--- src/design/tbvp_pkg.sv ---
// ----------------------------------------------------------------------------
// tbvp_pkg
// shared types and constants for the tagged bitstream value parser
// ----------------------------------------------------------------------------
package tbvp_pkg;

   localparam int BYTE_BITS = 8;
   localparam int VALUE_W   = 32;
   localparam int RSP_DEPTH = 4;

   // value kinds
   localparam logic [1:0] KIND_CHAR  = 2'd0;
   localparam logic [1:0] KIND_INT   = 2'd1;
   localparam logic [1:0] KIND_FLOAT = 2'd2;
   localparam logic [1:0] KIND_END   = 2'd3;

   // bit counts per field
   localparam logic [5:0] TYPE_BITS  = 6'd2;
   localparam logic [5:0] CHAR_BITS  = 6'd7;
   localparam logic [5:0] LEN_BITS   = 6'd5;
   localparam logic [5:0] FLOAT_BITS = 6'd32;

   typedef enum logic [2:0] {
      PH_TYPE = 3'b001,
      PH_LEN  = 3'b010,
      PH_DATA = 3'b100
   } phase_type;

   typedef struct packed {
      phase_type            phase;
      logic [5:0]           bits_rem;
      logic [1:0]           vkind;
      logic [VALUE_W-1:0]   acc;
      logic                 finished;
   } state_type;

   typedef struct packed {
      logic                 last;
      logic [VALUE_W-1:0]   value;
      logic [1:0]           kind;
   } result_type;

   localparam state_type STATE_RESET = '{
      phase:    PH_TYPE,
      bits_rem: TYPE_BITS,
      vkind:    KIND_CHAR,
      acc:      '0,
      finished: 1'b0
   };

endpackage

--- src/design/tbvp_parse.sv ---
// ----------------------------------------------------------------------------
// tbvp_parse
// consumes the eight bits of one byte against the parser state
// ----------------------------------------------------------------------------
module tbvp_parse (
   input  logic [tbvp_pkg::BYTE_BITS-1:0] byte_i,
   input  tbvp_pkg::state_type            state_i,
   output tbvp_pkg::state_type            state_o,
   output logic [1:0]                     res_cnt_o,
   output tbvp_pkg::result_type           res_o [2]
);

   always_comb begin
      tbvp_pkg::state_type  st;
      tbvp_pkg::result_type res [2];
      logic [1:0]           cnt;
      logic                 bit_v;
      st     = state_i;
      cnt    = 2'd0;
      res[0] = '0;
      res[1] = '0;
      bit_v  = 1'b0;
      for (int i = 0; i < tbvp_pkg::BYTE_BITS; i++) begin
         if (!st.finished) begin
            bit_v  = byte_i[3'(tbvp_pkg::BYTE_BITS - 1 - i)];
            st.acc = {st.acc[tbvp_pkg::VALUE_W-2:0], bit_v};
            if (st.bits_rem != 6'd0) begin
               st.bits_rem = st.bits_rem - 6'd1;
            end
            if (st.bits_rem == 6'd0) begin
               unique case (st.phase)
                  tbvp_pkg::PH_LEN: begin
                     st.bits_rem = {1'b0, st.acc[4:0]} + 6'd1;
                     st.acc      = '0;
                     st.phase    = tbvp_pkg::PH_DATA;
                  end
                  tbvp_pkg::PH_DATA: begin
                     if (cnt != 2'd2) begin
                        res[cnt[0]].kind  = st.vkind;
                        res[cnt[0]].value = st.acc;
                        cnt               = cnt + 2'd1;
                     end
                     st.acc      = '0;
                     st.phase    = tbvp_pkg::PH_TYPE;
                     st.bits_rem = tbvp_pkg::TYPE_BITS;
                  end
                  default: begin
                     st.vkind = st.acc[1:0];
                     st.acc   = '0;
                     unique case (st.vkind)
                        tbvp_pkg::KIND_CHAR: begin
                           st.phase    = tbvp_pkg::PH_DATA;
                           st.bits_rem = tbvp_pkg::CHAR_BITS;
                        end
                        tbvp_pkg::KIND_INT: begin
                           st.phase    = tbvp_pkg::PH_LEN;
                           st.bits_rem = tbvp_pkg::LEN_BITS;
                        end
                        tbvp_pkg::KIND_FLOAT: begin
                           st.phase    = tbvp_pkg::PH_DATA;
                           st.bits_rem = tbvp_pkg::FLOAT_BITS;
                        end
                        tbvp_pkg::KIND_END: begin
                           if (cnt != 2'd2) begin
                              res[cnt[0]].kind  = tbvp_pkg::KIND_END;
                              res[cnt[0]].value = '0;
                              cnt               = cnt + 2'd1;
                           end
                           st.finished = 1'b1;
                           st.phase    = tbvp_pkg::PH_TYPE;
                           st.bits_rem = tbvp_pkg::TYPE_BITS;
                        end
                     endcase
                  end
               endcase
            end
         end
      end
      if (cnt == 2'd1) begin
         res[0].last = 1'b1;
      end
      if (cnt == 2'd2) begin
         res[1].last = 1'b1;
      end
      state_o   = st;
      res_cnt_o = cnt;
      res_o     = res;
   end

endmodule

--- src/design/tbvp_rsp_fifo.sv ---
// ----------------------------------------------------------------------------
// tbvp_rsp_fifo
// result queue taking up to two words per cycle and giving one
// ----------------------------------------------------------------------------
module tbvp_rsp_fifo #(
   parameter int DEPTH = tbvp_pkg::RSP_DEPTH
) (
   input  logic                 clock,
   input  logic                 reset,
   input  logic [1:0]           push_cnt,
   input  tbvp_pkg::result_type push_data [2],
   output logic                 room,
   input  logic                 pop,
   output logic                 valid,
   output tbvp_pkg::result_type head
);

   localparam int PW = (DEPTH > 1) ? $clog2(DEPTH) : 1;
   localparam int CW = $clog2(DEPTH + 1);

   tbvp_pkg::result_type mem_ff [DEPTH];
   tbvp_pkg::result_type mem_in [DEPTH];
   logic [PW-1:0]        wr_ptr_ff, wr_ptr_in, rd_ptr_ff, rd_ptr_in, wr_ptr1;
   logic [CW-1:0]        count_ff, count_in;
   logic                 do_pop;

   function automatic logic [PW-1:0] inc(input logic [PW-1:0] p);
      return (p == PW'(DEPTH - 1)) ? '0 : p + PW'(1);
   endfunction

   assign valid  = (count_ff != '0);
   assign head   = mem_ff[rd_ptr_ff];
   assign room   = (count_ff <= CW'(DEPTH - 2));
   assign do_pop = pop && valid;
   assign wr_ptr1 = inc(wr_ptr_ff);

   always_comb begin
      mem_in = mem_ff;
      for (int i = 0; i < DEPTH; i++) begin
         if (push_cnt != 2'd0 && wr_ptr_ff == PW'(i)) begin
            mem_in[i] = push_data[0];
         end
         if (push_cnt == 2'd2 && wr_ptr1 == PW'(i)) begin
            mem_in[i] = push_data[1];
         end
      end
      unique case (push_cnt)
         2'd0:    wr_ptr_in = wr_ptr_ff;
         2'd1:    wr_ptr_in = wr_ptr1;
         default: wr_ptr_in = inc(wr_ptr1);
      endcase
      rd_ptr_in = do_pop ? inc(rd_ptr_ff) : rd_ptr_ff;
      count_in  = count_ff + CW'(push_cnt) - CW'(do_pop);
   end

   always_ff @(posedge clock) begin
      mem_ff <= mem_in;
   end

   always_ff @(posedge clock) begin
      if (reset) begin
         wr_ptr_ff <= '0;
         rd_ptr_ff <= '0;
         count_ff  <= '0;
      end else begin
         wr_ptr_ff <= wr_ptr_in;
         rd_ptr_ff <= rd_ptr_in;
         count_ff  <= count_in;
      end
   end

`ifndef SYNTHESIS
   a_count_bound: assert property (@(posedge clock) disable iff (reset)
      count_ff <= CW'(DEPTH))
      else $error("result queue overfilled");
`endif

endmodule

--- src/design/tagged_bitstream_value_parser.sv ---
// ----------------------------------------------------------------------------
// tagged_bitstream_value_parser
// decodes a byte stream of 2-bit tagged values into result words
// ----------------------------------------------------------------------------
// usage:
//   req_* takes one stream byte per word, bit 7 consumed first.
//   rsp_* gives one decoded value per word: kind in tdata[1:0], value in
//   tdata[33:2], tlast on the final result caused by one input byte.
//   a byte yields zero, one or two results (a value plus the end marker).
// timing:
//   a byte is held in the input register, its eight bits are parsed
//   combinationally and the results are written into the result queue,
//   whose registered head drives rsp_*.
//   throughput is one byte per cycle while the queue has room for two
//   results; the parse of the input register is combinational.
// reset:
//   parser goes back to reading a type tag, queue and input stage empty.
//   after the end marker bytes are still taken but give no results.
// stall:
//   a stalled receiver fills the result queue; req_tready drops once the
//   queue can no longer take two results and the input register is full.
// ----------------------------------------------------------------------------
module tagged_bitstream_value_parser #(
   parameter int DEPTH = tbvp_pkg::RSP_DEPTH
) (
   input  logic        clock,
   input  logic        reset,
   input  logic        req_tvalid,
   output logic        req_tready,
   input  logic [7:0]  req_tdata,   // in_byte[7:0]
   output logic        rsp_tvalid,
   input  logic        rsp_tready,
   output logic [39:0] rsp_tdata,   // kind[1:0], value[33:2], zero[39:34]
   output logic        rsp_tlast
);

   logic [tbvp_pkg::BYTE_BITS-1:0] byte_ff;
   logic                           byte_vld_ff, byte_vld_in;
   tbvp_pkg::state_type            state_ff, state_in, state_nx;
   tbvp_pkg::result_type           res [2];
   tbvp_pkg::result_type           head;
   logic [1:0]                     res_cnt, push_cnt;
   logic                           room, advance;

   tbvp_parse u_parse (
      .byte_i    (byte_ff),
      .state_i   (state_ff),
      .state_o   (state_nx),
      .res_cnt_o (res_cnt),
      .res_o     (res)
   );

   assign advance     = byte_vld_ff && room;
   assign req_tready  = !byte_vld_ff || room;
   assign byte_vld_in = (req_tvalid && req_tready) || (byte_vld_ff && !advance);
   assign state_in    = advance ? state_nx : state_ff;
   assign push_cnt    = advance ? res_cnt : 2'd0;

   tbvp_rsp_fifo #(
      .DEPTH (DEPTH)
   ) u_rsp_fifo (
      .clock     (clock),
      .reset     (reset),
      .push_cnt  (push_cnt),
      .push_data (res),
      .room      (room),
      .pop       (rsp_tready),
      .valid     (rsp_tvalid),
      .head      (head)
   );

   assign rsp_tdata = {6'd0, head.value, head.kind};
   assign rsp_tlast = head.last;

   always_ff @(posedge clock) begin
      if (reset) begin
         byte_ff <= '0;
      end else if (req_tvalid && req_tready) begin
         byte_ff <= req_tdata;
      end
   end

   always_ff @(posedge clock) begin
      if (reset) begin
         byte_vld_ff <= 1'b0;
         state_ff    <= tbvp_pkg::STATE_RESET;
      end else begin
         byte_vld_ff <= byte_vld_in;
         state_ff    <= state_in;
      end
   end

`ifndef SYNTHESIS
   a_finished_sticks: assert property (@(posedge clock) disable iff (reset)
      state_ff.finished |=> state_ff.finished)
      else $error("end of stream flag cleared without reset");

   a_quiet_after_end: assert property (@(posedge clock) disable iff (reset)
      state_ff.finished |-> res_cnt == 2'd0)
      else $error("result produced after end of stream");

   a_second_is_end: assert property (@(posedge clock) disable iff (reset)
      res_cnt == 2'd2 |-> res[1].kind == tbvp_pkg::KIND_END && !res[0].last
                          && res[1].last)
      else $error("two results from one byte without end marker");

   a_end_sets_finished: assert property (@(posedge clock) disable iff (reset)
      (advance && res_cnt != 2'd0 && res[res_cnt[1]].kind == tbvp_pkg::KIND_END)
      |=> state_ff.finished)
      else $error("end marker emitted without finishing");
`endif

endmodule
--- config.mk ---
export PLATFORM = sky130hd
export DESIGN_NAME = tagged_bitstream_value_parser
export DESIGN_NICKNAME = d
export VERILOG_FILES = /design/src/design/tbvp_pkg.sv /design/src/design/tbvp_parse.sv /design/src/design/tbvp_rsp_fifo.sv /design/src/design/tagged_bitstream_value_parser.sv
export SDC_FILE = /design/constraint.sdc
export NUM_CORES = 1
export LEC_CHECK = 0
export BUFFER_PORTS_ARGS = -buffer_cell sky130_fd_sc_hd__buf_2
export CORE_MARGIN = 2
export CORE_UTILIZATION = 60
export DETAILED_ROUTE_END_ITERATION = 10
export PLACE_DENSITY_LB_ADDON = 0.25
export SETUP_SLACK_MARGIN = 0.02
export SYNTH_ARGS = -nofsm -noshare
export SYNTH_HDL_FRONTEND = slang
export SYNTH_SLANG_ARGS = --single-unit
--- constraint.sdc ---
create_clock -name clock -period 51.5 [get_ports clock]
set_input_delay 5.15 -clock clock [delete_from_list [all_inputs] [get_ports clock]]
set_output_delay 5.15 -clock clock [all_outputs]
set_load 0.02 [all_outputs]
Word-level counts from Yosys, hierarchy flattened
Index checks and enable logic that the tools add are counted.
{"block": "op_classes", "order_cmp": 16, "bitwise": 8, "n_addsub": 24, "n_eq_ne": 58, "n_reduce_logical": 64, "muxes": 231}
{"operator": "$mux W70", "n": 35}
{"operator": "$bwmux W70", "n": 28}
{"operator": "$pmux W70 S2", "n": 7}
{"operator": "$mux W44", "n": 16}
{"operator": "$demux W35 S1", "n": 14}
{"operator": "$mux W35", "n": 10}
{"operator": "$mux W34", "n": 9}
{"operator": "$pmux W9 S4", "n": 8}
{"operator": "$pmux W9 S2", "n": 8}
{"operator": "$mux W2", "n": 50}
{"operator": "$mux W6", "n": 16}
{"operator": "$bmux W35 S2", "n": 1}
{"operator": "$pmux W34 S2", "n": 1}
{"operator": "$logic_not A6 Y1", "n": 8}
{"operator": "$reduce_bool A6 Y1", "n": 8}
{"operator": "$sub A6 B1 Y6 const B", "n": 8}
{"operator": "$eq A2 B2 Y1 const B", "n": 23}
{"operator": "$pmux W2 S2", "n": 9}
{"operator": "$add A5 B1 Y6 const B", "n": 4}
{"operator": "$eq A2 B1 Y1 const B", "n": 12}
{"operator": "$eq A3 B2 Y1 const B", "n": 8}
{"operator": "$eq A3 B3 Y1 const B", "n": 8}
{"operator": "$logic_not A2 Y1", "n": 11}
{"operator": "$add A2 B1 Y2 const B", "n": 10}
{"operator": "other kinds (16)", "n": 89}
{"block": "word_totals", "regBits": 195, "input_bits": 12, "wordCells": 423, "out_inout_bits": 43}

Depth between registers and ports, before layout
{"block": "depth", "word_depth": 63, "mapped_depth": 77, "mapped_depth_nobuf": 69}

Cells and area by module
From an unflattened synthesis, not the netlist that was laid out.
{"block": "unflattened", "cells_unflattened": 2410, "hier_area_um2": 19895.3}
{"module": "tbvp_parse", "n_inst": 1, "seq_area_each_um2": 0.0, "area_each_um2": 10476.3, "cells_per_inst": 1767}
{"module": "tbvp_rsp_fifo", "n_inst": 1, "seq_area_each_um2": 4344.2, "area_each_um2": 7307.0, "cells_per_inst": 401}
{"module": "tagged_bitstream_value_parser", "n_inst": 1, "seq_area_each_um2": 1061.0, "area_each_um2": 2112.0, "cells_per_inst": 242}

Worst setup path after synthesis
No wires, ideal clock.
{"block": "synth_path", "path_kind": "register to register", "start": "reg state_ff[35] (netlist name)", "end": "reg u_rsp_fifo.mem_ff[100] (netlist name) (enable)", "required_time_ns": 51.024, "setup_slack_ns": 34.648, "path_buffers": 8, "period_less_slack_ns": 16.852, "path_stages_with_launch": 67, "setup_ns": 0.476, "t_arrival_ns": 16.376, "path_cell_list": "dfxtp_1 clkbuf_1 inv_1 ha_1 nor4b_2 mux2_2 nor3_1 buf_2 a31oi_1 ha_1 nand3_1 or4_1 o221ai_1 o221a_2 clkbuf_1 nand2_1 nor4_1 a21oi_1 (+31 left out) inv_1 o2111ai_1 o21ai_0 o211ai_1 clkbuf_1 o221a_2 ha_1 inv_1 nand2_1 o221ai_1 or2_1 or4_4 nor3_4 o211a_1 buf_4 nor3_1 o21bai_1 o21ai_0"}
{"block": "synth_between", "elab_chain_len": 52, "elab_cells_between_ends": 177, "cone_classes": "add/sub: 18; eq/ne: 38; mux: 90; reduce/logical: 31"}
{"element": "from (decl)", "line": "tagged_bitstream_value_parser.sv:39", "text": "tbvp_pkg::state_type state_ff, state_in, state_nx;"}
{"element": "from (signal assigned)", "line": "tagged_bitstream_value_parser.sv:86", "text": "state_ff <= tbvp_pkg::STATE_RESET;"}
{"element": "from (signal assigned)", "line": "tagged_bitstream_value_parser.sv:89", "text": "state_ff <= state_in;"}
{"element": "$sub A6 B1 Y6 or $reduce_bool A6 Y1 (tied branches)", "line": "tbvp_parse.sv:28, tbvp_parse.sv:27"}
{"element": "$mux W6", "line": "tbvp_parse.sv:27", "text": "if (st.bits_rem != 6'd0) begin"}
{"element": "$mux W6", "line": "tbvp_parse.sv:24", "text": "if (!st.finished) begin"}
{"element": "$logic_not A6 Y1", "line": "tbvp_parse.sv:30", "text": "if (st.bits_rem == 6'd0) begin"}
{"element": "$mux W44 or $mux W2 (tied branches)", "line": "tbvp_parse.sv:30"}
{"element": "$mux W44 or $mux W2 (tied branches)", "line": "tbvp_parse.sv:24"}
{"element": "$sub A6 B1 Y6, or another cell as far along", "line": "tbvp_parse.sv:28", "text": "st.bits_rem = st.bits_rem - 6'd1;"}
{"element": "$mux W6 or $mux W2 (tied branches)", "line": "tbvp_parse.sv:27, tbvp_parse.sv:38, tbvp_parse.sv:64"}
{"element": "(+36 left out)"}
{"element": "$mux W6 or $mux W2 (tied branches)", "line": "tbvp_parse.sv:24, tbvp_parse.sv:50"}
{"element": "$logic_not A6 Y1 or $pmux W2 S2 (tied branches)", "line": "tbvp_parse.sv:30, tbvp_parse.sv:31"}
{"element": "$mux W2", "line": "tbvp_parse.sv:30"}
{"element": "$mux W2 (*)", "line": "tbvp_parse.sv:24"}
{"element": "$mux W2 (*)", "line": "tagged_bitstream_value_parser.sv:57", "text": "assign push_cnt = advance ? res_cnt : 2'd0;"}
{"element": "$eq A2 B2 Y1 or $reduce_bool A2 Y1 (tied branches)", "line": "tbvp_rsp_fifo.sv:43, tbvp_rsp_fifo.sv:40"}
{"element": "$logic_and A1 B1 Y1 (on tied branches)", "line": "tbvp_rsp_fifo.sv:43, tbvp_rsp_fifo.sv:40"}
{"element": "$reduce_bool A2 Y1 (no line) (*)"}
{"element": "to (signal assigned)", "line": "tbvp_rsp_fifo.sv:57", "text": "mem_ff <= mem_in;"}
{"element": "to (decl)", "line": "tbvp_rsp_fifo.sv:21", "text": "tbvp_pkg::result_type mem_ff [DEPTH];"}
Mark *: on every way between the ends. The rest lies on a longest branch, timed or not. The select of a mux whose other input is x is not followed.
A chain may end at the register's enable or synchronous reset.

Worst setup path after layout
{"block": "layout_path", "start": "reg state_ff[35] (netlist name)", "end": "reg u_rsp_fifo.mem_ff[85] (netlist name) (enable)"}
Same word-level chain as after synthesis.

==> results_dict.tcl <==
set metrics [dict create \
    status "finished, final reports clean" \
    gr-usage-all-layers 0.3776 \
    drt_wl_total_um 59650 \
    max-slew-margin-rel 0.09464 \
    path_common_cell "ha_1" \
    drv_cap 0 \
    root_buffer "clkbuf_16" \
    ys_seq_area_frac 0.3015 \
    yosysWarnings 0 \
    portBuffers 44 \
    slowest_stage "dfxtp_1" \
    num-nets-final 2155 \
    vias 18385 \
    post_dp_cell_area_um2 17930 \
    core-area_um2 28780 \
    cts_tree "done" \
    diodes 0 \
    fin_hold_ws_ps 480.4 \
    clk_latency_ps 450 \
    drive_above_1_share 0.1276 \
    die_area_um2 30710 \
    rsz0062_at_grt "false" \
    ys.flop_type "edfxtp_1" \
    clockBufferDepth 2 \
    yosys.area_share.simple 0.2047 \
    cts_resized 0 \
    place.gp.congestion 1.014 \
    hold_buffers 0 \
    finalCritPeriodShare 0.3475 \
    syn_inst 2157 \
    placed_cells 2453 \
    hold_path_depth 2 \
    clk_pin_slew_worst_paths_ps 90 \
    rows 62 \
    initial_utilization 0.6114 \
    path_max_fanout 28 \
    async_flop_share 0 \
    start_kind "register" \
    setup_violations 0 \
    arrival_ps 17990 \
    fmax_mhz 55.87 \
    finalClockSkew_ps 14.82 \
    io_pins 55 \
    grt_first_pass_wirelength_um 93410 \
    grt_pass1_vias 17101 \
    synthXorXnorAreaFrac 0.006969 \
    final.setup.tns_ps 0 \
    synth_top_area_frac 0.2389 \
    cp-end-kind "register" \
    yosysTopAreaCell "edfxtp_1" \
    synthesis.area_um2 17600 \
    syn2layout_area_growth_pct 5.376 \
    synth-seq-cells 195 \
    postRouteAntennaNets 0 \
    clock_sinks 195 \
    dr.pass1.iters 8 \
    tightest_slew_ps 1348 \
    required_ps 51600 \
    grt_max_degree 50 \
    ys_types 113 \
    drt_iter0_markers 3547 \
    post_synth_main_area_contributors "edfxtp_1 24%, a21oi_1 6.9%, dfxtp_1 6.3%" \
    die_w_um 175.3 \
    synth_most_common_cell "nor2_1" \
    postLayoutCellArea_um2 18540 \
    worst_path_largest_cell_delay_ps 700 \
    stdcell_count 2485 \
    synthMuxAreaShare 0.07673 \
    htree_num_levels 4 \
    synth-adder-area-share 0.03954 \
    synth-edff-count 140 \
    fill_cells 2379 \
    die_h_um 175.3 \
    grt.overflow.total 0 \
    antenna_found_initial 0 \
    avgSynthCellArea_um2 8.157 \
    hold_viol 0 \
    rr_worst_depth 61 \
    synth_top_family_by_area "compound AO/OA/AOI/OAI gates" \
    synth_common_cells "278 x nor2_1, 243 x a21oi_1, 177 x nand2_1, 140 x edfxtp_1, 114 x o21ai_0" \
    finalMaxSlewViolations 0 \
    fin_crit_ps 17900 \
    dp_hpwl_um 40900 \
    synth_compound_area_frac 0.3161 \
    wl_per_cell_um 24.00 \
    cts_inserted_buffers 17 \
    via_per_inst 7.398 \
    post_cts_buffers 0 \
    drc 0 \
    worstSetupPathType "register to register" \
    hold_class "register to register" \
]
## critical path: cells and delay by family, from the launching register on
family / cells / cell delay, ps
AOI/OAI and AO/OA: 26 / 7580
adders and majority gates: 8 / 2490
buffers and inverters: 10 / 1970
DFF: 1 / 700
and+or+nand+nor: 17 / 4730
## sequential cells by signal (all words and copies together) (netlist names)
| register | count |
|---|---|
| u_rsp_fifo.count_ff | 3 |
| u_rsp_fifo.mem_ff | 140 |
| u_rsp_fifo.rd_ptr_ff | 2 |
| state_ff | 43 |
| byte_vld_ff | 1 |
| u_rsp_fifo.wr_ptr_ff | 2 |
| byte_ff | 4 |
## area by class of cell
class                           count  area [µm²]  share of cell area
Sequential cell                   195        5308              0.2863
Tap cell                          384       480.5             0.02591
Multi-Input combinational cell   1735       11420              0.6161
Clock buffer                       17       425.4             0.02294
Clock inverter                     15       181.4            0.009785
Timing Repair Buffer               83       513.0             0.02767
Inverter                           56       210.2             0.01134
## through the flow
stage | util | setup WS (ps)
floorplan | - | 34650
finish | 0.6442 | 33600
detailed placement | 0.6232 | 34140
global placement | 0.6232 | 34360
CTS | 0.6442 | 34020
global route | 0.6442 | 32230
## layout by cell type, fill, tap and decap left out, types with 12 or more instances in the layout
cell type	instances
a211oi_1	20
a21o_1	24
a21oi_1	242
a22oi_1	77
a2bb2oi_1	20
a31o_2	13
a31oi_1	33
and2_1	48
and3_1	19
buf_2	44
buf_4	39
clkbuf_16	17
dfxtp_1	53
edfxtp_1	140
ha_1	54
inv_1	51
mux2_2	28
mux2i_1	19
mux4_2	35
nand2_1	177
nand2b_1	20
nand3_1	41
nand4_1	15
nor2_1	277
nor3_1	41
nor4_1	13
o211ai_1	17
o21a_1	12
o21ai_0	112
o221ai_1	29
o22ai_1	43
o31ai_1	22
or2_2	12
or3_1	17
## metal layers
metal / routed length [µm] / vias up / share of wire / global-route usage
li1: - / 8059 / - / -
met1: 23170 / 8645 / 0.39 / 0.5144
met2: 26620 / 1416 / 0.45 / 0.5974
met3: 7372 / 265 / 0.12 / 0.07294
met4: 2481 / 0 / 0.042 / 0.1438
met5: 0 / - / 0 / 0
## final timing paths
| path | from | endpoint | slack [ps] |
|---|---|---|---|
| worst max-delay path | state_ff[35] | u_rsp_fifo.mem_ff[85] | 33600 |
| worst min-delay path | u_rsp_fifo.rd_ptr_ff[1] | u_rsp_fifo.rd_ptr_ff[1] | 480 |
| worst max register to register | state_ff[35] | u_rsp_fifo.mem_ff[85] | 33600 |
| worst min register to register | u_rsp_fifo.rd_ptr_ff[1] | u_rsp_fifo.rd_ptr_ff[1] | 480 |
## logic make-up (layout without fill, tap and decap cells)
logic type | after synthesis | in the layout
AOI/OAI and AO/OA | 820 | 820
xor gates and xnor gates | 14 | 14
adders and majority gates | 55 | 55
buffers and inverters | 233 | 171
DFF | 195 | 195
muxes | 87 | 87
other | 2 | 8
and+or+nand+nor | 751 | 751
Power is not shown: default switching activity piles up to over one toggle a cycle in this logic, so the estimate is an artifact.
